==> config.mk <==
export PLATFORM = sky130hd
export DESIGN_NAME = filament_buffer_feed_controller
export DESIGN_NICKNAME = d
export VERILOG_FILES = /design/src/rtl/fbfc_pkg.sv /design/src/rtl/fbfc_core.sv /design/src/rtl/filament_buffer_feed_controller.sv
export SDC_FILE = /design/constraint.sdc
export NUM_CORES = 1
export LEC_CHECK = 0
export BUFFER_PORTS_ARGS = -buffer_cell sky130_fd_sc_hd__buf_4
export CAP_MARGIN = 20
export CORE_ASPECT_RATIO = 1.5
export CORE_MARGIN = 2
export CORE_UTILIZATION = 55
export DETAILED_ROUTE_END_ITERATION = 8
export GPL_TIMING_DRIVEN = 0
export PLACE_DENSITY = 0.75
export SYNTH_ARGS = -nofsm -noshare
export SYNTH_HDL_FRONTEND = slang
export SYNTH_SLANG_ARGS = --single-unit
==> constraint.sdc <==
create_clock -name clk -period 6.2 [get_ports clk]
set_input_delay 0.62 -clock clk [delete_from_list [all_inputs] [get_ports clk]]
set_output_delay 0.62 -clock clk [all_outputs]
set_load 0.005 [all_outputs]
==> src/rtl/fbfc_pkg.sv <==
// Shared types, codes and reset constants for the filament buffer feed controller.
// Used by fbfc_core and filament_buffer_feed_controller; depends on nothing.
package fbfc_pkg;

    // Width of the millisecond clock and of all time stamps
    localparam int TIME_W = 32;

    // Widths of the stream payloads (packed fields rounded up to bytes)
    localparam int IN_DATA_W  = 48;
    localparam int OUT_DATA_W = 16;
    localparam int CFG_IDX_W  = 3;
    localparam int CFG_DATA_W = 32;

    // Configuration register indexes
    localparam logic [CFG_IDX_W-1:0] CFG_PUSH_TIMEOUT = 3'd0;
    localparam logic [CFG_IDX_W-1:0] CFG_PRESSES_CONT = 3'd1;
    localparam logic [CFG_IDX_W-1:0] CFG_SHORT_PRESS  = 3'd2;
    localparam logic [CFG_IDX_W-1:0] CFG_GAP_MIN      = 3'd3;
    localparam logic [CFG_IDX_W-1:0] CFG_GAP_MAX      = 3'd4;

    // Configuration reset values
    localparam logic [31:0] PUSH_TIMEOUT_RST = 32'd90000;
    localparam logic [3:0]  PRESSES_CONT_RST = 4'd2;
    localparam logic [15:0] SHORT_PRESS_RST  = 16'd150;
    localparam logic [15:0] GAP_MIN_RST      = 16'd50;
    localparam logic [15:0] GAP_MAX_RST      = 16'd500;

    // Saturation limit of a press counter
    localparam logic [3:0] PRESS_CNT_MAX = 4'd15;

    typedef enum logic [2:0] {
        OP_TICK     = 3'd0,
        OP_RUN_FWD  = 3'd1,
        OP_RUN_BACK = 3'd2,
        OP_HALT     = 3'd3,
        OP_RESUME   = 3'd4,
        OP_OFF      = 3'd5,
        OP_MOVE     = 3'd6
    } op_t;

    typedef enum logic [1:0] {
        DIR_STOP = 2'd0,
        DIR_FWD  = 2'd1,
        DIR_BACK = 2'd2
    } dir_t;

    typedef enum logic [1:0] {
        KEY_NONE = 2'd0,
        KEY_BACK = 2'd1,
        KEY_FWD  = 2'd2
    } key_t;

    typedef enum logic [2:0] {
        RPT_F    = 3'd0,
        RPT_B    = 3'd1,
        RPT_FP   = 3'd2,
        RPT_BP   = 3'd3,
        RPT_S    = 3'd4,
        RPT_T    = 3'd5,
        RPT_O    = 3'd6,
        RPT_NONE = 3'd7
    } rpt_t;

    typedef struct packed {
        logic [31:0] push_timeout_ms;
        logic [3:0]  presses_for_continuous;
        logic [15:0] short_press_ms;
        logic [15:0] press_gap_min_ms;
        logic [15:0] press_gap_max_ms;
    } cfg_t;

    typedef struct packed {
        logic [2:0]  operation;
        logic        pos_low_sensor;
        logic        pos_mid_sensor;
        logic        pos_high_sensor;
        logic        filament_absent;
        logic        key_back_down;
        logic        key_fwd_down;
        logic [31:0] move_length_ms;
        logic        move_reverse;
    } item_t;

    typedef struct packed {
        logic       motor_enabled;
        logic       motor_running;
        logic       motor_forward;
        logic       filament_present;
        logic       filament_changed;
        logic [2:0] report_code;
        logic       report_new;
        logic       timed_out;
        logic       continuous_active;
    } result_t;

endpackage

==> src/rtl/fbfc_core.sv <==
// Controller state and the combinational update applied for each accepted request.
// Depends on fbfc_pkg for codes, item, configuration and result types.
module fbfc_core (
    input  logic             clk,
    input  logic             rst_n,
    input  logic             accept,
    input  fbfc_pkg::item_t  item,
    input  fbfc_pkg::cfg_t   cfg,
    output fbfc_pkg::result_t res
);

    localparam int TW = fbfc_pkg::TIME_W;

    // State registers
    logic [TW-1:0]   now_reg, now_next;
    logic [31:0]     push_elapsed_reg, push_elapsed_next;
    logic            pushing_reg, pushing_next;
    logic            timeout_reg, timeout_next;
    logic            cont_reg, cont_next;
    fbfc_pkg::dir_t  cont_dir_reg, cont_dir_next;
    logic            move_reg, move_next;
    fbfc_pkg::dir_t  move_dir_reg, move_dir_next;
    logic [TW-1:0]   move_deadline_reg, move_deadline_next;
    fbfc_pkg::dir_t  mode_reg, mode_next;
    fbfc_pkg::dir_t  prev_mode_reg, prev_mode_next;
    logic            power_reg, power_next;
    logic            spin_reg, spin_next;
    logic            fwd_reg, fwd_next;
    logic [3:0]      press_cnt_reg [2];
    logic [3:0]      press_cnt_next [2];
    logic [TW-1:0]   last_press_reg [2];
    logic [TW-1:0]   last_press_next [2];
    fbfc_pkg::key_t  held_reg, held_next;
    logic [TW-1:0]   press_start_reg, press_start_next;
    logic            wait_release_reg, wait_release_next;
    fbfc_pkg::rpt_t  last_rpt_reg, last_rpt_next;
    logic            last_presence_reg, last_presence_next;

    // Per-request temporaries
    logic            present;
    logic            changed;
    logic            status;
    logic            sent;
    logic            key_down;
    logic            kidx;
    logic            cont_hit;
    logic [TW-1:0]   gap;
    logic [TW-1:0]   dur;
    fbfc_pkg::dir_t  kdir;
    fbfc_pkg::rpt_t  cur_rpt;
    fbfc_pkg::op_t   op;

    assign op      = fbfc_pkg::op_t'(item.operation);
    assign present = !item.filament_absent;

    // Next-state update for one request, in the controller's priority order
    always_comb
    begin
        now_next           = now_reg;
        push_elapsed_next  = push_elapsed_reg;
        pushing_next       = pushing_reg;
        timeout_next       = timeout_reg;
        cont_next          = cont_reg;
        cont_dir_next      = cont_dir_reg;
        move_next          = move_reg;
        move_dir_next      = move_dir_reg;
        move_deadline_next = move_deadline_reg;
        mode_next          = mode_reg;
        prev_mode_next     = prev_mode_reg;
        power_next         = power_reg;
        spin_next          = spin_reg;
        fwd_next           = fwd_reg;
        press_cnt_next     = press_cnt_reg;
        last_press_next    = last_press_reg;
        held_next          = held_reg;
        press_start_next   = press_start_reg;
        wait_release_next  = wait_release_reg;
        last_rpt_next      = last_rpt_reg;
        last_presence_next = last_presence_reg;
        changed            = 1'b0;
        status             = 1'b1;
        sent               = 1'b0;
        key_down           = 1'b0;
        kidx               = 1'b0;
        cont_hit           = 1'b0;
        gap                = '0;
        dur                = '0;
        kdir               = fbfc_pkg::DIR_STOP;
        cur_rpt            = fbfc_pkg::RPT_S;

        // Tick: advance clock and forward push counter
        if (op == fbfc_pkg::OP_TICK)
        begin
            now_next = now_reg + TW'(1);
            if (pushing_reg)
            begin
                push_elapsed_next = push_elapsed_reg + 32'd1;
                if (push_elapsed_next > cfg.push_timeout_ms)
                    timeout_next = 1'b1;
            end
        end

        if (held_reg != fbfc_pkg::KEY_NONE)
        begin
            // Key held: only a release on a tick gets through
            key_down = (held_reg == fbfc_pkg::KEY_BACK) ? item.key_back_down
                                                        : item.key_fwd_down;
            if (op == fbfc_pkg::OP_TICK && !key_down)
            begin
                kidx     = (held_reg == fbfc_pkg::KEY_FWD);
                kdir     = kidx ? fbfc_pkg::DIR_FWD : fbfc_pkg::DIR_BACK;
                dur      = now_next - press_start_reg;
                cont_hit = (press_cnt_reg[kidx] >= cfg.presses_for_continuous);
                held_next = fbfc_pkg::KEY_NONE;
                power_next = !item.filament_absent;
                spin_next  = 1'b0;
                mode_next  = fbfc_pkg::DIR_STOP;
                pushing_next      = 1'b0;
                push_elapsed_next = '0;
                if (dur <= {{(TW-16){1'b0}}, cfg.short_press_ms} && !cont_hit)
                    timeout_next = !timeout_next;
                else
                    timeout_next = 1'b0;
                if (cont_hit)
                begin
                    cont_next            = 1'b1;
                    cont_dir_next        = kdir;
                    press_cnt_next[kidx] = '0;
                end
            end
            else
            begin
                status = 1'b0;
            end
        end
        else if (wait_release_reg)
        begin
            // After a key stopped continuous running, wait for both keys up
            if (op == fbfc_pkg::OP_TICK && !item.key_back_down && !item.key_fwd_down)
                wait_release_next = 1'b0;
            else
                status = 1'b0;
        end
        else if (op == fbfc_pkg::OP_TICK)
        begin
            if (move_reg)
            begin
                // Timed move in progress
                if (item.filament_absent)
                begin
                    power_next = 1'b0;
                    spin_next  = 1'b0;
                    mode_next  = fbfc_pkg::DIR_STOP;
                    move_next  = 1'b0;
                    if (last_rpt_next != fbfc_pkg::RPT_O)
                    begin
                        last_rpt_next = fbfc_pkg::RPT_O;
                        sent          = 1'b1;
                    end
                end
                else if (now_next >= move_deadline_reg)
                begin
                    power_next = 1'b1;
                    spin_next  = 1'b0;
                    mode_next  = fbfc_pkg::DIR_STOP;
                    move_next  = 1'b0;
                    if (last_rpt_next != fbfc_pkg::RPT_S)
                    begin
                        last_rpt_next = fbfc_pkg::RPT_S;
                        sent          = 1'b1;
                    end
                end
                else
                begin
                    power_next     = 1'b1;
                    spin_next      = 1'b1;
                    fwd_next       = (move_dir_reg == fbfc_pkg::DIR_FWD);
                    pushing_next   = (move_dir_reg == fbfc_pkg::DIR_FWD);
                    prev_mode_next = move_dir_reg;
                    mode_next      = move_dir_reg;
                    cur_rpt = (move_dir_reg == fbfc_pkg::DIR_FWD) ? fbfc_pkg::RPT_F
                                                                  : fbfc_pkg::RPT_B;
                    if (last_rpt_next != cur_rpt)
                    begin
                        last_rpt_next = cur_rpt;
                        sent          = 1'b1;
                    end
                end
            end
            else if (cont_reg)
            begin
                // Continuous running: any key or a timeout stops it
                if (item.key_back_down || item.key_fwd_down || timeout_next)
                begin
                    power_next        = 1'b1;
                    spin_next         = 1'b0;
                    mode_next         = fbfc_pkg::DIR_STOP;
                    cont_next         = 1'b0;
                    pushing_next      = 1'b0;
                    push_elapsed_next = '0;
                    timeout_next      = 1'b0;
                    if (item.key_back_down || item.key_fwd_down)
                        wait_release_next = 1'b1;
                end
                else
                begin
                    power_next     = 1'b1;
                    spin_next      = 1'b1;
                    fwd_next       = (cont_dir_reg == fbfc_pkg::DIR_FWD);
                    pushing_next   = (cont_dir_reg == fbfc_pkg::DIR_FWD);
                    prev_mode_next = cont_dir_reg;
                end
            end
            else if (item.key_back_down || item.key_fwd_down)
            begin
                // Key press: back key wins over forward key
                kidx = !item.key_back_down;
                kdir = kidx ? fbfc_pkg::DIR_FWD : fbfc_pkg::DIR_BACK;
                gap  = now_next - last_press_reg[kidx];
                if (gap >= {{(TW-16){1'b0}}, cfg.press_gap_min_ms} &&
                    gap <= {{(TW-16){1'b0}}, cfg.press_gap_max_ms})
                begin
                    if (press_cnt_reg[kidx] != fbfc_pkg::PRESS_CNT_MAX)
                        press_cnt_next[kidx] = press_cnt_reg[kidx] + 4'd1;
                end
                else
                begin
                    press_cnt_next[kidx] = 4'd1;
                end
                last_press_next[kidx] = now_next;
                power_next     = 1'b1;
                spin_next      = 1'b1;
                fwd_next       = kidx;
                prev_mode_next = kdir;
                last_rpt_next  = kidx ? fbfc_pkg::RPT_FP : fbfc_pkg::RPT_BP;
                sent           = 1'b1;
                press_start_next = now_next;
                held_next = kidx ? fbfc_pkg::KEY_FWD : fbfc_pkg::KEY_BACK;
            end
            else if (item.filament_absent)
            begin
                mode_next         = fbfc_pkg::DIR_STOP;
                pushing_next      = 1'b0;
                push_elapsed_next = '0;
                timeout_next      = 1'b0;
                cont_next         = 1'b0;
                move_next         = 1'b0;
                power_next        = 1'b0;
                spin_next         = 1'b0;
            end
            else if (timeout_next)
            begin
                mode_next  = fbfc_pkg::DIR_STOP;
                power_next = 1'b1;
                spin_next  = 1'b0;
            end
            else
            begin
                // Buffer position sensors, low has priority
                if (item.pos_low_sensor)
                begin
                    prev_mode_next = mode_reg;
                    mode_next      = fbfc_pkg::DIR_FWD;
                    pushing_next   = 1'b1;
                end
                else if (item.pos_mid_sensor)
                begin
                    prev_mode_next    = mode_reg;
                    mode_next         = fbfc_pkg::DIR_STOP;
                    pushing_next      = 1'b0;
                    push_elapsed_next = '0;
                end
                else if (item.pos_high_sensor)
                begin
                    prev_mode_next    = mode_reg;
                    mode_next         = fbfc_pkg::DIR_BACK;
                    pushing_next      = 1'b0;
                    push_elapsed_next = '0;
                end
                if (mode_next != prev_mode_next)
                begin
                    power_next = 1'b1;
                    if (mode_next == fbfc_pkg::DIR_FWD || mode_next == fbfc_pkg::DIR_BACK)
                    begin
                        spin_next = 1'b1;
                        fwd_next  = (mode_next == fbfc_pkg::DIR_FWD);
                    end
                    else
                    begin
                        spin_next = 1'b0;
                    end
                end
            end
            if (held_next != fbfc_pkg::KEY_NONE || wait_release_next)
                status = 1'b0;
        end
        else
        begin
            // Host commands
            case (op)
                fbfc_pkg::OP_RUN_FWD, fbfc_pkg::OP_RUN_BACK:
                begin
                    kdir = (op == fbfc_pkg::OP_RUN_FWD) ? fbfc_pkg::DIR_FWD
                                                        : fbfc_pkg::DIR_BACK;
                    move_next     = 1'b0;
                    cont_next     = 1'b1;
                    cont_dir_next = kdir;
                    power_next    = 1'b1;
                    spin_next     = 1'b1;
                    fwd_next      = (op == fbfc_pkg::OP_RUN_FWD);
                    mode_next     = kdir;
                    cur_rpt = (op == fbfc_pkg::OP_RUN_FWD) ? fbfc_pkg::RPT_FP
                                                           : fbfc_pkg::RPT_BP;
                    if (last_rpt_next != cur_rpt)
                    begin
                        last_rpt_next = cur_rpt;
                        sent          = 1'b1;
                    end
                end
                fbfc_pkg::OP_HALT:
                begin
                    move_next    = 1'b0;
                    timeout_next = 1'b1;
                    cont_next    = 1'b0;
                    if (last_rpt_next != fbfc_pkg::RPT_T)
                    begin
                        last_rpt_next = fbfc_pkg::RPT_T;
                        sent          = 1'b1;
                    end
                end
                fbfc_pkg::OP_RESUME, fbfc_pkg::OP_OFF:
                begin
                    move_next    = 1'b0;
                    cont_next    = 1'b0;
                    timeout_next = 1'b0;
                    mode_next    = fbfc_pkg::DIR_STOP;
                    spin_next    = 1'b0;
                    if (op == fbfc_pkg::OP_RESUME && !item.filament_absent)
                    begin
                        power_next = 1'b1;
                        cur_rpt    = fbfc_pkg::RPT_S;
                    end
                    else
                    begin
                        power_next = 1'b0;
                        cur_rpt    = fbfc_pkg::RPT_O;
                    end
                    if (last_rpt_next != cur_rpt)
                    begin
                        last_rpt_next = cur_rpt;
                        sent          = 1'b1;
                    end
                end
                fbfc_pkg::OP_MOVE:
                begin
                    kdir = item.move_reverse ? fbfc_pkg::DIR_BACK : fbfc_pkg::DIR_FWD;
                    move_next          = 1'b1;
                    cont_next          = 1'b0;
                    timeout_next       = 1'b0;
                    move_dir_next      = kdir;
                    move_deadline_next = now_next + TW'(item.move_length_ms);
                    power_next         = 1'b1;
                    spin_next          = 1'b1;
                    fwd_next           = !item.move_reverse;
                    mode_next          = kdir;
                    cur_rpt = item.move_reverse ? fbfc_pkg::RPT_B : fbfc_pkg::RPT_F;
                    if (last_rpt_next != cur_rpt)
                    begin
                        last_rpt_next = cur_rpt;
                        sent          = 1'b1;
                    end
                end
                default:
                begin
                end
            endcase
        end

        // Status pass: filament presence, then the current movement report
        if (status)
        begin
            if (present != last_presence_reg)
            begin
                changed            = 1'b1;
                last_presence_next = present;
                if (!present)
                begin
                    power_next = 1'b0;
                    spin_next  = 1'b0;
                    cont_next  = 1'b0;
                    move_next  = 1'b0;
                    if (last_rpt_next != fbfc_pkg::RPT_O)
                    begin
                        last_rpt_next = fbfc_pkg::RPT_O;
                        sent          = 1'b1;
                    end
                end
            end
            if (!power_next)
                cur_rpt = fbfc_pkg::RPT_O;
            else if (timeout_next)
                cur_rpt = fbfc_pkg::RPT_T;
            else if (cont_next)
                cur_rpt = (cont_dir_next == fbfc_pkg::DIR_FWD) ? fbfc_pkg::RPT_FP
                                                               : fbfc_pkg::RPT_BP;
            else if (mode_next == fbfc_pkg::DIR_FWD)
                cur_rpt = fbfc_pkg::RPT_F;
            else if (mode_next == fbfc_pkg::DIR_BACK)
                cur_rpt = fbfc_pkg::RPT_B;
            else
                cur_rpt = fbfc_pkg::RPT_S;
            if (last_rpt_next != cur_rpt)
            begin
                last_rpt_next = cur_rpt;
                sent          = 1'b1;
            end
        end
    end

    // Result for this request, taken from the updated state
    always_comb
    begin
        res.motor_enabled     = power_next;
        res.motor_running     = spin_next;
        res.motor_forward     = spin_next && fwd_next;
        res.filament_present  = present;
        res.filament_changed  = changed;
        res.report_code       = (last_rpt_next == fbfc_pkg::RPT_NONE) ? fbfc_pkg::RPT_S
                                                                      : last_rpt_next;
        res.report_new        = sent;
        res.timed_out         = timeout_next;
        res.continuous_active = cont_next;
    end

    // State update on each accepted request
    always_ff @(posedge clk or negedge rst_n)
    begin
        if (!rst_n)
        begin
            now_reg           <= '0;
            push_elapsed_reg  <= '0;
            pushing_reg       <= 1'b0;
            timeout_reg       <= 1'b0;
            cont_reg          <= 1'b0;
            cont_dir_reg      <= fbfc_pkg::DIR_STOP;
            move_reg          <= 1'b0;
            move_dir_reg      <= fbfc_pkg::DIR_STOP;
            move_deadline_reg <= '0;
            mode_reg          <= fbfc_pkg::DIR_STOP;
            prev_mode_reg     <= fbfc_pkg::DIR_STOP;
            power_reg         <= 1'b1;
            spin_reg          <= 1'b0;
            fwd_reg           <= 1'b0;
            press_cnt_reg[0]  <= '0;
            press_cnt_reg[1]  <= '0;
            last_press_reg[0] <= '0;
            last_press_reg[1] <= '0;
            held_reg          <= fbfc_pkg::KEY_NONE;
            press_start_reg   <= '0;
            wait_release_reg  <= 1'b0;
            last_rpt_reg      <= fbfc_pkg::RPT_NONE;
            last_presence_reg <= 1'b1;
        end
        else if (accept)
        begin
            now_reg           <= now_next;
            push_elapsed_reg  <= push_elapsed_next;
            pushing_reg       <= pushing_next;
            timeout_reg       <= timeout_next;
            cont_reg          <= cont_next;
            cont_dir_reg      <= cont_dir_next;
            move_reg          <= move_next;
            move_dir_reg      <= move_dir_next;
            move_deadline_reg <= move_deadline_next;
            mode_reg          <= mode_next;
            prev_mode_reg     <= prev_mode_next;
            power_reg         <= power_next;
            spin_reg          <= spin_next;
            fwd_reg           <= fwd_next;
            press_cnt_reg     <= press_cnt_next;
            last_press_reg    <= last_press_next;
            held_reg          <= held_next;
            press_start_reg   <= press_start_next;
            wait_release_reg  <= wait_release_next;
            last_rpt_reg      <= last_rpt_next;
            last_presence_reg <= last_presence_next;
        end
    end

    // A held key and the wait after continuous stop never overlap
    a_hold_wait_excl: assert property (@(posedge clk) disable iff (!rst_n)
        !(held_reg != fbfc_pkg::KEY_NONE && wait_release_reg))
        else $error("key hold and release wait both active");

    // Continuous running and a timed move never overlap
    a_cont_move_excl: assert property (@(posedge clk) disable iff (!rst_n)
        !(cont_reg && move_reg))
        else $error("continuous run and timed move both active");

    // Continuous running always has a real direction
    a_cont_dir: assert property (@(posedge clk) disable iff (!rst_n)
        cont_reg |-> (cont_dir_reg == fbfc_pkg::DIR_FWD || cont_dir_reg == fbfc_pkg::DIR_BACK))
        else $error("continuous run without direction");

    // The state only moves on an accepted request
    a_hold_idle: assert property (@(posedge clk) disable iff (!rst_n)
        !accept |=> $stable(now_reg) && $stable(last_rpt_reg))
        else $error("state changed without a request");

endmodule

==> src/rtl/filament_buffer_feed_controller.sv <==
// Filament buffer feed controller: stream handshake, configuration registers
// and the result register around fbfc_core. Depends on fbfc_pkg and fbfc_core.
//
// Usage:
//  - Input stream (s_t*): one request per millisecond tick with the sampled
//    sensors and keys, or a host command (run, halt, resume, off, move).
//  - Output stream (m_t*): exactly one result per request, in order: motor
//    enable/run/direction, filament presence and change, report code and
//    whether it is new, timeout and continuous-run flags.
//  - Configuration: cfg_wr_en writes cfg_data into register cfg_index in the
//    same clock; write only while no request is in flight.
// Timing: an accepted request's result appears in the output register on the
// next cycle. One request per cycle is sustained while m_tready stays high;
// the whole update is a single combinational pass between the state registers
// and the result register.
// Reset: all state cleared, motor power on, no report sent yet; the
// configuration registers return to their defaults.
// Stall: while the result register holds an untaken result and m_tready is
// low, s_tready is low; the result is held stable until taken.
module filament_buffer_feed_controller (
    input  logic                                clk,
    input  logic                                rst_n,
    // s_tdata: operation[2:0], pos_low_sensor[3], pos_mid_sensor[4],
    // pos_high_sensor[5], filament_absent[6], key_back_down[7],
    // key_fwd_down[8], move_length_ms[40:9], move_reverse[41], zero[47:42]
    input  logic                                s_tvalid,
    output logic                                s_tready,
    input  logic [fbfc_pkg::IN_DATA_W-1:0]      s_tdata,
    // m_tdata: motor_enabled[0], motor_running[1], motor_forward[2],
    // filament_present[3], filament_changed[4], report_code[7:5],
    // report_new[8], timed_out[9], continuous_active[10], zero[15:11]
    output logic                                m_tvalid,
    input  logic                                m_tready,
    output logic [fbfc_pkg::OUT_DATA_W-1:0]     m_tdata,
    // Configuration write port
    input  logic                                cfg_wr_en,
    input  logic [fbfc_pkg::CFG_IDX_W-1:0]      cfg_index,
    input  logic [fbfc_pkg::CFG_DATA_W-1:0]     cfg_data
);

    fbfc_pkg::cfg_t    cfg_reg;
    fbfc_pkg::item_t   item;
    fbfc_pkg::result_t res;
    logic [fbfc_pkg::OUT_DATA_W-1:0] out_data_reg;
    logic              out_valid_reg;
    logic              accept;

    // Handshake: take a request whenever the result register is free or draining
    assign s_tready = !out_valid_reg || m_tready;
    assign accept   = s_tvalid && s_tready;
    assign m_tvalid = out_valid_reg;
    assign m_tdata  = out_data_reg;

    // Unpack the request
    always_comb
    begin
        item.operation       = s_tdata[2:0];
        item.pos_low_sensor  = s_tdata[3];
        item.pos_mid_sensor  = s_tdata[4];
        item.pos_high_sensor = s_tdata[5];
        item.filament_absent = s_tdata[6];
        item.key_back_down   = s_tdata[7];
        item.key_fwd_down    = s_tdata[8];
        item.move_length_ms  = s_tdata[40:9];
        item.move_reverse    = s_tdata[41];
    end

    fbfc_core u_core (
        .clk    (clk),
        .rst_n  (rst_n),
        .accept (accept),
        .item   (item),
        .cfg    (cfg_reg),
        .res    (res)
    );

    // Configuration registers
    always_ff @(posedge clk or negedge rst_n)
    begin
        if (!rst_n)
        begin
            cfg_reg.push_timeout_ms        <= fbfc_pkg::PUSH_TIMEOUT_RST;
            cfg_reg.presses_for_continuous <= fbfc_pkg::PRESSES_CONT_RST;
            cfg_reg.short_press_ms         <= fbfc_pkg::SHORT_PRESS_RST;
            cfg_reg.press_gap_min_ms       <= fbfc_pkg::GAP_MIN_RST;
            cfg_reg.press_gap_max_ms       <= fbfc_pkg::GAP_MAX_RST;
        end
        else if (cfg_wr_en)
        begin
            case (cfg_index)
                fbfc_pkg::CFG_PUSH_TIMEOUT: cfg_reg.push_timeout_ms        <= cfg_data;
                fbfc_pkg::CFG_PRESSES_CONT: cfg_reg.presses_for_continuous <= cfg_data[3:0];
                fbfc_pkg::CFG_SHORT_PRESS:  cfg_reg.short_press_ms         <= cfg_data[15:0];
                fbfc_pkg::CFG_GAP_MIN:      cfg_reg.press_gap_min_ms       <= cfg_data[15:0];
                fbfc_pkg::CFG_GAP_MAX:      cfg_reg.press_gap_max_ms       <= cfg_data[15:0];
                default:
                begin
                end
            endcase
        end
    end

    // Result register
    always_ff @(posedge clk or negedge rst_n)
    begin
        if (!rst_n)
        begin
            out_valid_reg <= 1'b0;
        end
        else if (accept)
        begin
            out_valid_reg <= 1'b1;
        end
        else if (m_tready)
        begin
            out_valid_reg <= 1'b0;
        end
    end

    always_ff @(posedge clk)
    begin
        if (accept)
        begin
            out_data_reg <= {5'b0, res.continuous_active, res.timed_out, res.report_new,
                             res.report_code, res.filament_changed, res.filament_present,
                             res.motor_forward, res.motor_running, res.motor_enabled};
        end
    end

    // A stalled result blocks new requests
    a_stall_blocks: assert property (@(posedge clk) disable iff (!rst_n)
        (out_valid_reg && !m_tready) |-> !s_tready)
        else $error("request taken while result stalled");

    // Every accepted request leaves a result pending in the next cycle
    a_accept_result: assert property (@(posedge clk) disable iff (!rst_n)
        accept |=> out_valid_reg)
        else $error("accepted request produced no result");

endmodule

== After elaboration in Yosys (flattened, before gate mapping) ==
Index checks and enable logic that the tools add are counted.

* Word-level logic and storage cells: 440
* Bits in registers: 318
* Input bits: 88
* Output and inout port bits: 18

* Eq/ne operators: 47
* Reductions and logical operators: 50
* $add $sub $neg: 6
* Order comparisons: 10
* Multiplexer cells: 283
* Bitwise logic cells: 12

{| class="wikitable"
|+ Operator list
! cell !! count
|-
| 32-bit 2-to-1 mux || 20
|-
| 1-bit 2-to-1 mux || 136
|-
| 2-bit 2-to-1 mux || 64
|-
| 3-bit 2-to-1 mux || 31
|-
| 8-bit 2-to-1 mux || 10
|-
| 32-bit by 1-bit adder with 32-bit output, second input constant || 2
|-
| 64-bit bitwise mux || 1
|-
| 32-bit by 16-bit less-or-equal comparator with 1-bit output || 2
|-
| 32-bit subtractor || 2
|-
| 32-bit adder || 1
|-
| 32-bit demux with 1-bit select || 1
|-
| 32-bit by 16-bit >= comparator with 1-bit output || 1
|-
| 32-bit >= comparator || 1
|-
| 32-bit > comparator || 1
|-
| 4-bit 2-to-1 mux || 8
|-
| 9-bit AND reduction || 3
|-
| 3-bit inequality test, second input constant || 7
|-
| 3-bit == test, second input constant || 5
|-
| 3-bit inequality test || 5
|-
| 2-bit inequality test, second input constant || 7
|-
| 2-bit by 1-bit == test with 1-bit output, second input constant || 6
|-
| 3-bit by 2-bit == test with 1-bit output, second input constant || 4
|-
| 1-bit case mux with 2 select lines || 6
|-
| 3-bit case mux with 4 select lines || 1
|-
| 39 further kinds || 83
|}

== Depth between registers and ports, before layout ==
Gate-level depths: netlist (run 1).

* Word-level depth: 32
* Gate-level depth with buffers: 30
* Depth with buffers taken out: 29

== Modules after synthesis ==
Synthesis (run 1) repeated with hierarchy kept, for this count alone.

* Cells, all modules: 2708
* Area, all modules: 23729.0 µm²

{| class="wikitable"
|+ By module, submodules not included
! module !! times used !! cells an instance !! area each (µm²) !! seq. area each (µm²)
|-
| fbfc_core || 1 || 2506 || 19967.9 || 5561.6
|-
| filament_buffer_feed_controller || 1 || 202 || 3761.1 || 2486.1
|}

== Worst setup path after synthesis (run 1) ==
Ideal clock, no wire load.

* Path kind: input port to flip-flop
* Start: input port s_tdata[1] (netlist name)
* End: register out_data_reg (netlist bit m_tdata[8]) (data pin)
* Setup slack: -751 ps
* Setup time: 261 ps
* Arrival: 6690 ps
* Path buffers: 1
* Required time: 5939 ps
* Stages: 27
* Cells stage by stage: buf_2 > nor3_1 > nand2_1 > or4_1 > nor2_1 > nand3_1 > xor2_1 > inv_1 > ha_1 > and2_1 > a41o_1 > or2_1 > a311oi_1 > or2_2 > xnor2_1 > ha_1 > and3_1 > nand4_1 > or4_1 > a2111o_1 > a311oi_1 > and4b_1 > nand4_1 > a31oi_1 > xor2_1 > a311oi_1 > a311o_1

{| class="wikitable"
|+ RTL lines
! what !! RTL line !! source
|-
| start: declaration || filament_buffer_feed_controller.sv:28 || <nowiki>input logic [fbfc_pkg::IN_DATA_W-1:0] s_tdata,</nowiki>
|-
| end signal: assignment || filament_buffer_feed_controller.sv:124 || <nowiki>out_data_reg <= {5'b0, res.continuous_active, res.timed_out, res.report_new,</nowiki>
|-
| end: declaration || filament_buffer_feed_controller.sv:44 || <nowiki>logic [fbfc_pkg::OUT_DATA_W-1:0] out_data_reg;</nowiki>
|}

==> key figures, run 1 <==
Routing
  • Wl on met1: 27000 µm
  • Pre-antenna DRT Iters: 6
  • DR WL met2: about 35000 µm
  • Final WL: ~69000 µm
  • Via/cell ratio: 6.10
  • Routed len/inst: between 20 and 25 µm
  • Top layer in use: met4
  • Initial DRC count: about 1700
  • Number of nets still failing antenna checks after routing: 0
  • Via count: 21200
  • Metal3 WL: ~3600 µm
  • DRC: 0

Place
  • Detailed-placement wirelength estimate: 51500 µm
  • GPL Wtd Cong: 0.973
  • Port Buffer Count: 90
  • Placed cell count: 3354
  • Post-Place Cell Area: 24500 µm²

Timing
  • Final worst-path setup slack: -0.347 ns
  • Setup Viol. Count Final: 13
  • Max-slew violation count: 0
  • Tcrit/Tclk final: 106%
  • FMAX: 153 MHz
  • RSZ-0062 raised after global routing: yes
  • Slew at the pin closest to its max-slew limit: 0.978 ns
  • Slew HR: roughly 35%
  • Setup Skew: approximately 0.023 ns
  • Tmin final: 6.55 ns
  • Hold Fails Final Rpt: 0
  • Setup tns final: -2.63 ns

Critical path
  • Crit path max fanout: 6
  • CP Capture Type: register
  • Cell family with most CP delay: simple AND/OR/NAND/NOR gates
  • WP data required: 6.49 ns
  • Crit path largest cell delay: about 0.47 ns
  • Critical Path AT: 6.83 ns
  • CP Class: register to register
  • CP dominant cell by count: and3_4
  • Element type at the critical path start: register
  • Crit-path slowest cell: or4_4
  • CP bufs+invs: 2

Final layout
  • Fillers: 3326
  • Share of cells above drive strength 1: 15.2%
  • Syn-to-layout area delta: 18.2%
  • Final #Nets: 3187
  • Diode count: 0
  • Seq. cell area: 8060 µm²
  • Area of the multi-input gates: ~15000 µm²
  • Finished layout cell area: approximately 27000 µm²
  • Final non-filler cell total: 3467
  • Max reg flops: between 80 and 90

Yosys
  • Area contributors post-synth: dfrtp_1 31%, ha_1 12%, o21ai_0 6.7%
  • Cell Area, Synth: 22900 µm²
  • Ys async rst share: a little over nine tenths
  • Primary FF master, synth: dfrtp_1
  • YS warnings: 0
  • Avg Cell Area, Syn: 8.48 µm²
  • Yosys top cell by area: dfrtp_1
  • Post-synth top area share: 30.5%
  • Count of cell types in the netlist: 91
  • Seq/Total Area, Yosys: 35.2%
  • Post-synth EDFFs: 11
  • Post-synth top cells: 372 x nand2_1, 308 x o21ai_0, 279 x dfrtp_1
  • Count leader, synth: nand2_1
  • Cells after Synth: roughly 2700
  • Yosys reg bits: 318

Global route
  • GR Util All Layers: 31.5%
  • First-pass GRT wire length: 107000 µm
  • Vias in the first global route: 20700
  • GR Overflow Total: 0
  • Initial antenna violation count: 2
  • Largest net degree at the start of global routing: 97

Run status
  • Status: finished with violations
  • Failing checks: setup timing

Floorplanning
  • Core area: 41100 µm²
  • Die Width: 171 µm
  • Starting Density: 55.6%
  • I/O Pins: 106
  • Die H: 254 µm
  • # rows: 91
  • Die area: ~43000 µm²

Run
  • Max-cap violations: 0

Clocking
  • CTS tree: done
  • CTS Buf Count: 36
  • Longest Clk Path Bufs: 3
  • CTS Sinks: 318
  • H-tree Lvls: 2
  • Clock latency at the later pin of the worst-skew pair: 0.55 ns
  • Clk pin slew, worst setup/hold paths: 0.06 ns
  • Root buf cell: clkbuf_16

Pwr
  • Maximum VDD drop: 0.233 mV
  • Leakage: ~0.013 µW
  • Power per cell area: about 380 nW/µm²

Worst hold path
  • Hold crit path type: primary input to register
==> worst paths after layout <==
| path | cells after the start | endpoint | slack (ns) | start |
|---|---|---|---|---|
| min in group asynchronous | 2 | u_core.move_deadline_reg[7] | 0.57 | rst_n |
| worst max register to register | 28 | m_tdata[8] | -0.35 | u_core.now_reg[1] |
| max in group asynchronous | 4 | cfg_reg[68] | 4.41 | rst_n |
| worst min-delay path | 3 | cfg_reg[81] | 0.28 | cfg_data[29] |
| worst min register to register | 2 | u_core.last_press_reg[31] | 0.47 | u_core.last_press_reg[31] |
| worst max-delay path | 28 | m_tdata[8] | -0.35 | u_core.now_reg[1] |
==> per-layer routing <==
metal  track usage, %  vias to the layer above
met5                0                        -
met4             19.0                        0
met3             3.66                      239
met2             54.9                      792
met1             36.8                    10200
li1                 -                     9902
==> final cells by class <==
class                           instances  area share (%)
Tap cell                              558            2.58
Sequential cell                       318            29.8
Clock inverter                         13           0.685
Clock buffer                           52            4.01
Inverter                              216            3.03
Multi-Input combinational cell       2060            53.8
Timing Repair Buffer                  151            4.50
Buffer                                 99            1.63
==> what timing repair did <==
| action | 4_1_cts | 5_1_grt |
|---|---|---|
| endpoints found under the hold margin | 39 | 0 |
| hold buffers | 1 | 0 |
| pin swaps | 32 | 42 |
| endpoints found under the setup margin | 59 | 55 |
| buffers inserted | 27 | 26 |
| resized for setup | 104 | 81 |
| cloned | 0 | 1 |
==> metrics by stage <==
step | setup WS [ns] | total power [µW] | util [%] | hold WS [ns]
global placement | -1.48 | 7180 | 59.3 | 0.458
CTS | -0.436 | 9980 | 64.3 | 0.268
detailed placement | -1.52 | 7360 | 59.6 | 0.469
floorplan | -0.0246 | 6020 | - | 0.324
global route | -0.496 | 11000 | 65.8 | 0.277
finish | -0.347 | 10300 | 65.8 | 0.278
==> cells in the final DEF (no fill, tap or decap), types with 9 or more instances in the layout <==
master     synthesis  routed
a211oi_1          19      17
a21o_1            65      64
a21oi_1          160     154
a22o_1            22      22
a31oi_1           25      21
and3_1            42      27
and3_4             1      11
buf_4              6     147
clkbuf_1          95      86
clkbuf_16          0      38
dfrtp_1          279     271
dfstp_2           28      28
edfxtp_1          11      11
ha_1             214     196
ha_4               0      15
inv_1            213     195
inv_2              0      14
mux2_2            31      31
mux2i_1           43      42
nand2_1          372     368
nand2b_1          27      27
nand3_1           53      47
nand4_1           42      42
nor2_1           139     130
nor2b_1           17      17
nor3_1            41      39
o211ai_1          20      20
o21a_1            22      22
o21ai_0          308     307
o21ai_1           28      27
o21bai_1          10      10
o31ai_1           11      10
or3_1             14      14
xnor2_1          104      89
xnor2_4            0       9
xor2_1            61      55
==> power breakdown <==
part / switching, µW / internal (µW)
logic: 3060 / 2260
clock network: 919 / 1390
registers: 226 / 2500
total: 4200 / 6140
==> cell families (layout without fill, tap and decap cells) <==
kind of cell	Yosys count	count (layout)	synth area share, %
buffers and inverters	324	531	5.46
DFF	318	318	35.2
xor gates and xnor gates	166	166	6.42
adders and majority gates	218	218	12.0
AOI/OAI and AO/OA	787	787	20.9
and+or+nand+nor	810	810	16.6
other	1	5	0.0164
muxes	74	74	3.41
==> tightest hold or removal path: cells and delay by family <==
family                 cells  cell delay (ns)
AO/OA/AOI/OAI              1             0.06
buffers and inverters      1             0.07
AND/OR/NAND/NOR            1             0.03
No activity file was read; power rests on OpenSTA's default activity.
==> run 2: changes to the inputs <==
--- a/config.mk
+++ b/config.mk
@@ -12,6 +12,7 @@
 export CORE_UTILIZATION = 55
 export DETAILED_ROUTE_END_ITERATION = 8
 export GPL_TIMING_DRIVEN = 0
+export MAX_ROUTING_LAYER = met4
 export PLACE_DENSITY = 0.75
 export SYNTH_ARGS = -nofsm -noshare
 export SYNTH_HDL_FRONTEND = slang
==> key figures, run 2 (synthesized netlist as in run 1, its figures left out) <==
Routing
  • Routed len/inst: 20.5 µm
  • Via/cell ratio: 6.05
  • DRC: 0
  • Pre-antenna DRT Iters: 6
  • Number of nets still failing antenna checks after routing: 0
  • Via count: ~21000
  • Initial DRC count: between 1000 and 1500
  • Final WL: 71500 µm

Global route
  • Initial antenna violation count: 0
  • First-pass GRT wire length: approximately 110000 µm
  • Largest net degree at the start of global routing: 103
  • GR Util All Layers: 33.5%
  • Vias in the first global route: 21000
  • GR Overflow Total: 0

Final layout
  • Share of cells above drive strength 1: approximately 17%
  • Final #Nets: 3210
  • Finished layout cell area: 27400 µm²
  • Diode count: 0
  • Fillers: around 3400
  • Syn-to-layout area delta: 19.7%
  • Max reg flops: 84
  • Final non-filler cell total: 3491
  • Commonest non-fill, non-tap cells in the layout: 366 x nand2_1, 305 x o21ai_0, 271 x dfrtp_1
  • Final Util: 66.6%
  • Most common cell after layout, fill and taps aside: nand2_1

Place
  • Port Buffer Count: 90
  • GPL Wtd Cong: roughly 1
  • Post-Place Cell Area: 24500 µm²
  • Detailed-placement wirelength estimate: 53300 µm
  • Placed cell count: 3355

Critical path
  • Worst R2R Setup Slack: -0.36 ns
  • Cell family with most CP delay: simple AND/OR/NAND/NOR gates
  • Crit path largest cell delay: 0.48 ns
  • Crit path max fanout: 5
  • Critical Path AT: 6.84 ns
  • WP data required: 6.48 ns
  • Element type at the critical path start: register
  • CP dominant cell by count: and3_4
  • Crit-path slowest cell: or4_4
  • CP Capture Type: register
  • FF-to-FF path depth: 28
  • Reg2reg end: m_tdata[8]
  • CP bufs+invs: 2
  • RR Startpoint: u_core.now_reg[1]
  • CP Class: register to register

Clocking
  • CTS tree: done
  • Longest Clk Path Bufs: 3
  • Root buf cell: clkbuf_16
  • CTS Buf Count: 36
  • H-tree Lvls: 2
  • CTS Sinks: 318
  • Clock latency at the later pin of the worst-skew pair: between 0.5 and 0.6 ns
  • Clk pin slew, worst setup/hold paths: 0.07 ns

Timing
  • Max-slew violation count: 0
  • Tmin final: 6.56 ns
  • Tcrit/Tclk final: 106%
  • FMAX: 152 MHz
  • Final worst-path setup slack: -0.360 ns
  • Slew at the pin closest to its max-slew limit: around 1 ns
  • Slew HR: 33.1%
  • RSZ-0062 raised after global routing: yes
  • Setup Viol. Count Final: 13
  • Hold Fails Final Rpt: 0
  • Hold WS: 0.271 ns
  • Setup Skew: 0.0254 ns

Worst hold path
  • Worst Hold Launch: cfg_data[25]
  • Hold crit path type: primary input to register
  • Hold Path Stages: 3
  • Sink of the worst hold path: cfg_reg[77]

Pwr
  • Leakage: 0.0129 µW
  • Final Power: between 10000 and 15000 µW
  • Maximum VDD drop: 0.205 mV
  • Power per cell area: approximately 380 nW/µm²

Floorplanning
  • I/O Pins: 106
  • Die area: ~43000 µm²
  • Die Width: 171 µm
  • Die H: 254 µm
  • Core area: 41100 µm²
  • # rows: 91
  • Starting Density: 55.6%

Run
  • Max-cap violations: 0

Run status
  • Failing checks: setup timing
  • Status: finished with violations
[run 2: worst register-to-register path, delay by kind of cell, from the launching register on]
family          cells  cell delay (ns)
buf+inv             2             0.27
flops               1             0.40
compound gates      7             1.76
xor+xnor            3             0.43
fa+ha+maj           2             0.54
simple gates       14             2.89
[run 2: layer usage]
layer	vias up	wire length, µm	track usage, %
met2	688	36200	57.9
met3	255	3500	3.50
met1	10200	27400	37.8
li1	9946	-	-
met5	-	0	-
met4	0	4420	18.3
[run 2: how the worst max path moves through the flow]
stage / start / endpoint / depth (start not counted)
floorplan: s_tdata[1] / m_tdata[8] / 28
global placement: s_tdata[2] / m_tdata[8] / 25
detailed placement: s_tdata[2] / m_tdata[8] / 25
CTS: u_core.now_reg[1] / m_tdata[8] / 27
global route: u_core.now_reg[1] / m_tdata[8] / 28
finish: u_core.now_reg[1] / m_tdata[8] / 28
[run 2: area by class of cell]
class | instances | area, µm² | area share, %
plain buffers | 97 | 433 | 1.58
well taps | 558 | 698 | 2.55
clock inverters | 20 | 238 | 0.868
flip-flops and latches | 318 | 8060 | 29.4
clock buffers | 46 | 1010 | 3.69
inverters | 216 | 825 | 3.01
repair buffers | 176 | 1430 | 5.23
multi-input cells | 2060 | 14700 | 53.6
[run 2: metrics by stage]
| stage | setup slack [ns] | setup TNS [ns] |
|---|---|---|
| after floorplan | -0.0246 | -0.0246 |
| after global placement | -1.56 | -49.92 |
| after detailed placement | -1.64 | -54.83 |
| after CTS | -0.354 | -0.547 |
| after global routing | -0.519 | -4.45 |
| final | -0.360 | -2.22 |
[run 2: repair_timing]
action,4_1_cts,5_1_grt
hold endpoints to repair,39,0
hold buffers,1,0
setup buffers,36,43
resized for setup,127,96
pin swaps,31,45
setup endpoints to repair,59,55
[run 2: report_power, final]
group	switching (µW)	internal, µW	leakage, µW
registers	219	2500	0.00408
clock network	950	1330	0.000596
logic	3130	2330	0.00820
total	4300	6160	0.0129
==> run 3: changes to the inputs <==
--- a/config.mk
+++ b/config.mk
@@ -17,3 +17,4 @@
 export SYNTH_ARGS = -nofsm -noshare
 export SYNTH_HDL_FRONTEND = slang
 export SYNTH_SLANG_ARGS = --single-unit
+export TNS_END_PERCENT = 1
==> key figures, run 3 (synthesized netlist as in run 1, its figures left out) <==
Critical path
  • CP Class: register to register
  • Critical Path AT: 6.85 ns
  • Cell family with most CP delay: compound AO/OA/AOI/OAI gates
  • CP bufs+invs: 4
  • Crit path max fanout: 10
  • FF-to-FF path depth: 28
  • Crit path depth: 28
  • WP data required: 6.49 ns
  • CP dominant cell by count: and3_4
  • Crit path largest cell delay: 0.45 ns
  • CP Capture Type: register
  • Crit-path slowest cell: a2111o_1
  • Element type at the critical path start: register

Global route
  • Initial antenna violation count: 0
  • Global routing usage on met1: 37.5%
  • Met3 Track Usage GR: 3.54%
  • Largest net degree at the start of global routing: 103
  • Met2 usage: 55.8%
  • Most Crowded Layer GR: met2
  • First-pass GRT wire length: 108000 µm
  • GR Overflow Total: 0
  • Vias in the first global route: 20400
  • GR Util All Layers: 32.6%

Timing
  • Setup Skew: 0.0231 ns
  • Tcrit/Tclk final: 106%
  • RSZ-0062 raised after global routing: yes
  • Setup Viol. Count Final: 13
  • Tmin final: 6.56 ns
  • Final worst-path setup slack: -0.355 ns
  • Hold Fails Final Rpt: 0
  • Slew at the pin closest to its max-slew limit: 1.01 ns
  • Hold WS: 0.283 ns
  • Slew HR: 32.9%
  • FMAX: 153 MHz
  • Max-slew violation count: 0

Clocking
  • CTS tree: done
  • Root buf cell: clkbuf_16
  • CTS Sinks: around 320
  • Clock latency at the later pin of the worst-skew pair: 0.55 ns
  • CTS Buf Count: 35
  • H-tree Lvls: 2
  • Longest Clk Path Bufs: 3
  • Clk pin slew, worst setup/hold paths: 0.07 ns

Routing
  • DRC: 0
  • Routed len/inst: just over 20 µm
  • Via count: between 20000 and 25000
  • Number of nets still failing antenna checks after routing: 0
  • Initial DRC count: 1626
  • Via/cell ratio: 6.00
  • Final WL: 69800 µm
  • Pre-antenna DRT Iters: 6

Floorplanning
  • Starting Density: 55.6%
  • I/O Pins: 106
  • Core area: 41100 µm²
  • # rows: 91
  • Die H: 254 µm
  • Die Width: 171 µm
  • Die area: around 43000 µm²

Final layout
  • Most common cell after layout, fill and taps aside: nand2_1
  • Diode count: 0
  • Fillers: 3402
  • Final #Nets: 3191
  • Seq. cell area: roughly 8000 µm²
  • Area of the multi-input gates: 14600 µm²
  • Share of cells above drive strength 1: 15.7%
  • Commonest non-fill, non-tap cells in the layout: 368 x nand2_1, 306 x o21ai_0, 272 x dfrtp_1
  • Final non-filler cell total: approximately 3500
  • Max reg flops: 84
  • Syn-to-layout area delta: 18.2%

Place
  • GPL Wtd Cong: 0.974
  • Detailed-placement wirelength estimate: roughly 52000 µm
  • Port Buffer Count: 90
  • Post-placement setup slack: -1.76 ns
  • Placed cell count: 3355

Pwr
  • Maximum VDD drop: 0.269 mV
  • Leakage: 0.0127 µW
  • Power per cell area: 376 nW/µm²

Run
  • Max-cap violations: 0

Worst hold path
  • Hold crit path type: primary input to register
  • Hold Path Stages: 3

Run status
  • Failing checks: setup timing
  • Status: finished with violations
run 3: cell types whose count changed in the layout (fill, tap and decap cells not counted), moves of 4 or more:
| cell | before | now |
|---|---|---|
| ha_2 | 11 | 7 |
| ha_1 | 190 | 195 |
| and3_4 | 14 | 7 |
| and3_2 | 2 | 7 |
| buf_4 | 167 | 151 |
| clkinv_2 | 6 | 2 |
| buf_6 | 12 | 8 |
| clkbuf_8 | 3 | 8 |
| nor2_4 | 9 | 5 |
run 3: report_power, final:
group	switching (µW)	internal, µW
Combinational	3060	2250
Sequential	216	2500
Clock	906	1250
Total	4180	5990
run 3: through the flow:
| step | TNS, ns | utilization [%] | power (µW) | area (µm²) |
|---|---|---|---|---|
| 2_1_floorplan | -0.0476 | - | 6020 | 23000 |
| 3_3_place_gp | -49.48 | 59.3 | 7200 | 24400 |
| 3_5_place_dp | -60.75 | 59.6 | 7370 | 24500 |
| 4_1_cts | -3.44 | 64.6 | 9830 | 26500 |
| 5_1_grt | -5.42 | 65.8 | 10800 | 27000 |
| 6_report | -2.61 | 65.8 | 10200 | 27000 |
run 3: final timing paths:
kind	start	end	slack [ns]
setup / recovery	u_core.now_reg[1]	m_tdata[8]	-0.36
hold / removal	cfg_data[26]	cfg_reg[78]	0.28
setup reg to reg	u_core.now_reg[1]	m_tdata[8]	-0.36
hold reg to reg	u_core.last_press_reg[35]	u_core.last_press_reg[35]	0.48
max in group asynchronous	rst_n	u_core.last_rpt_reg[2]	4.41
min in group asynchronous	rst_n	cfg_reg[10]	0.57
run 3: final cells by class:
cell class | instances | share of cell area, %
Multi-Input combinational cell | 2060 | 53.8
Sequential cell | 318 | 29.8
Timing Repair Buffer | 156 | 4.70
Clock buffer | 53 | 3.83
Inverter | 216 | 3.06
Tap cell | 558 | 2.58
Buffer | 99 | 1.68
Clock inverter | 11 | 0.495
run 3: worst register-to-register path, delay by kind of cell, from the launching register on:
family          cells  cell delay (ns)
compound gates      8             2.05
buf+inv             4             0.62
xor+xnor            3             0.68
fa+ha+maj           2             0.68
flops               1             0.42
simple gates       11             1.87
run 3: timing repair:
| action | 4_1_cts | 5_1_grt |
|---|---|---|
| hold endpoints to repair | 39 | 0 |
| hold buffers | 1 | 0 |
| gates resized for setup | 119 | 79 |
| setup buffers | 37 | 22 |
| pin swaps | 35 | 47 |
| endpoints found under the setup margin | 60 | 54 |
run 3: routing by layer:
metal	share of wire (%)	wire, µm
met1	39	27400
met3	4.7	3280
met4	6.2	4340
met2	50	34800
met5	0	0
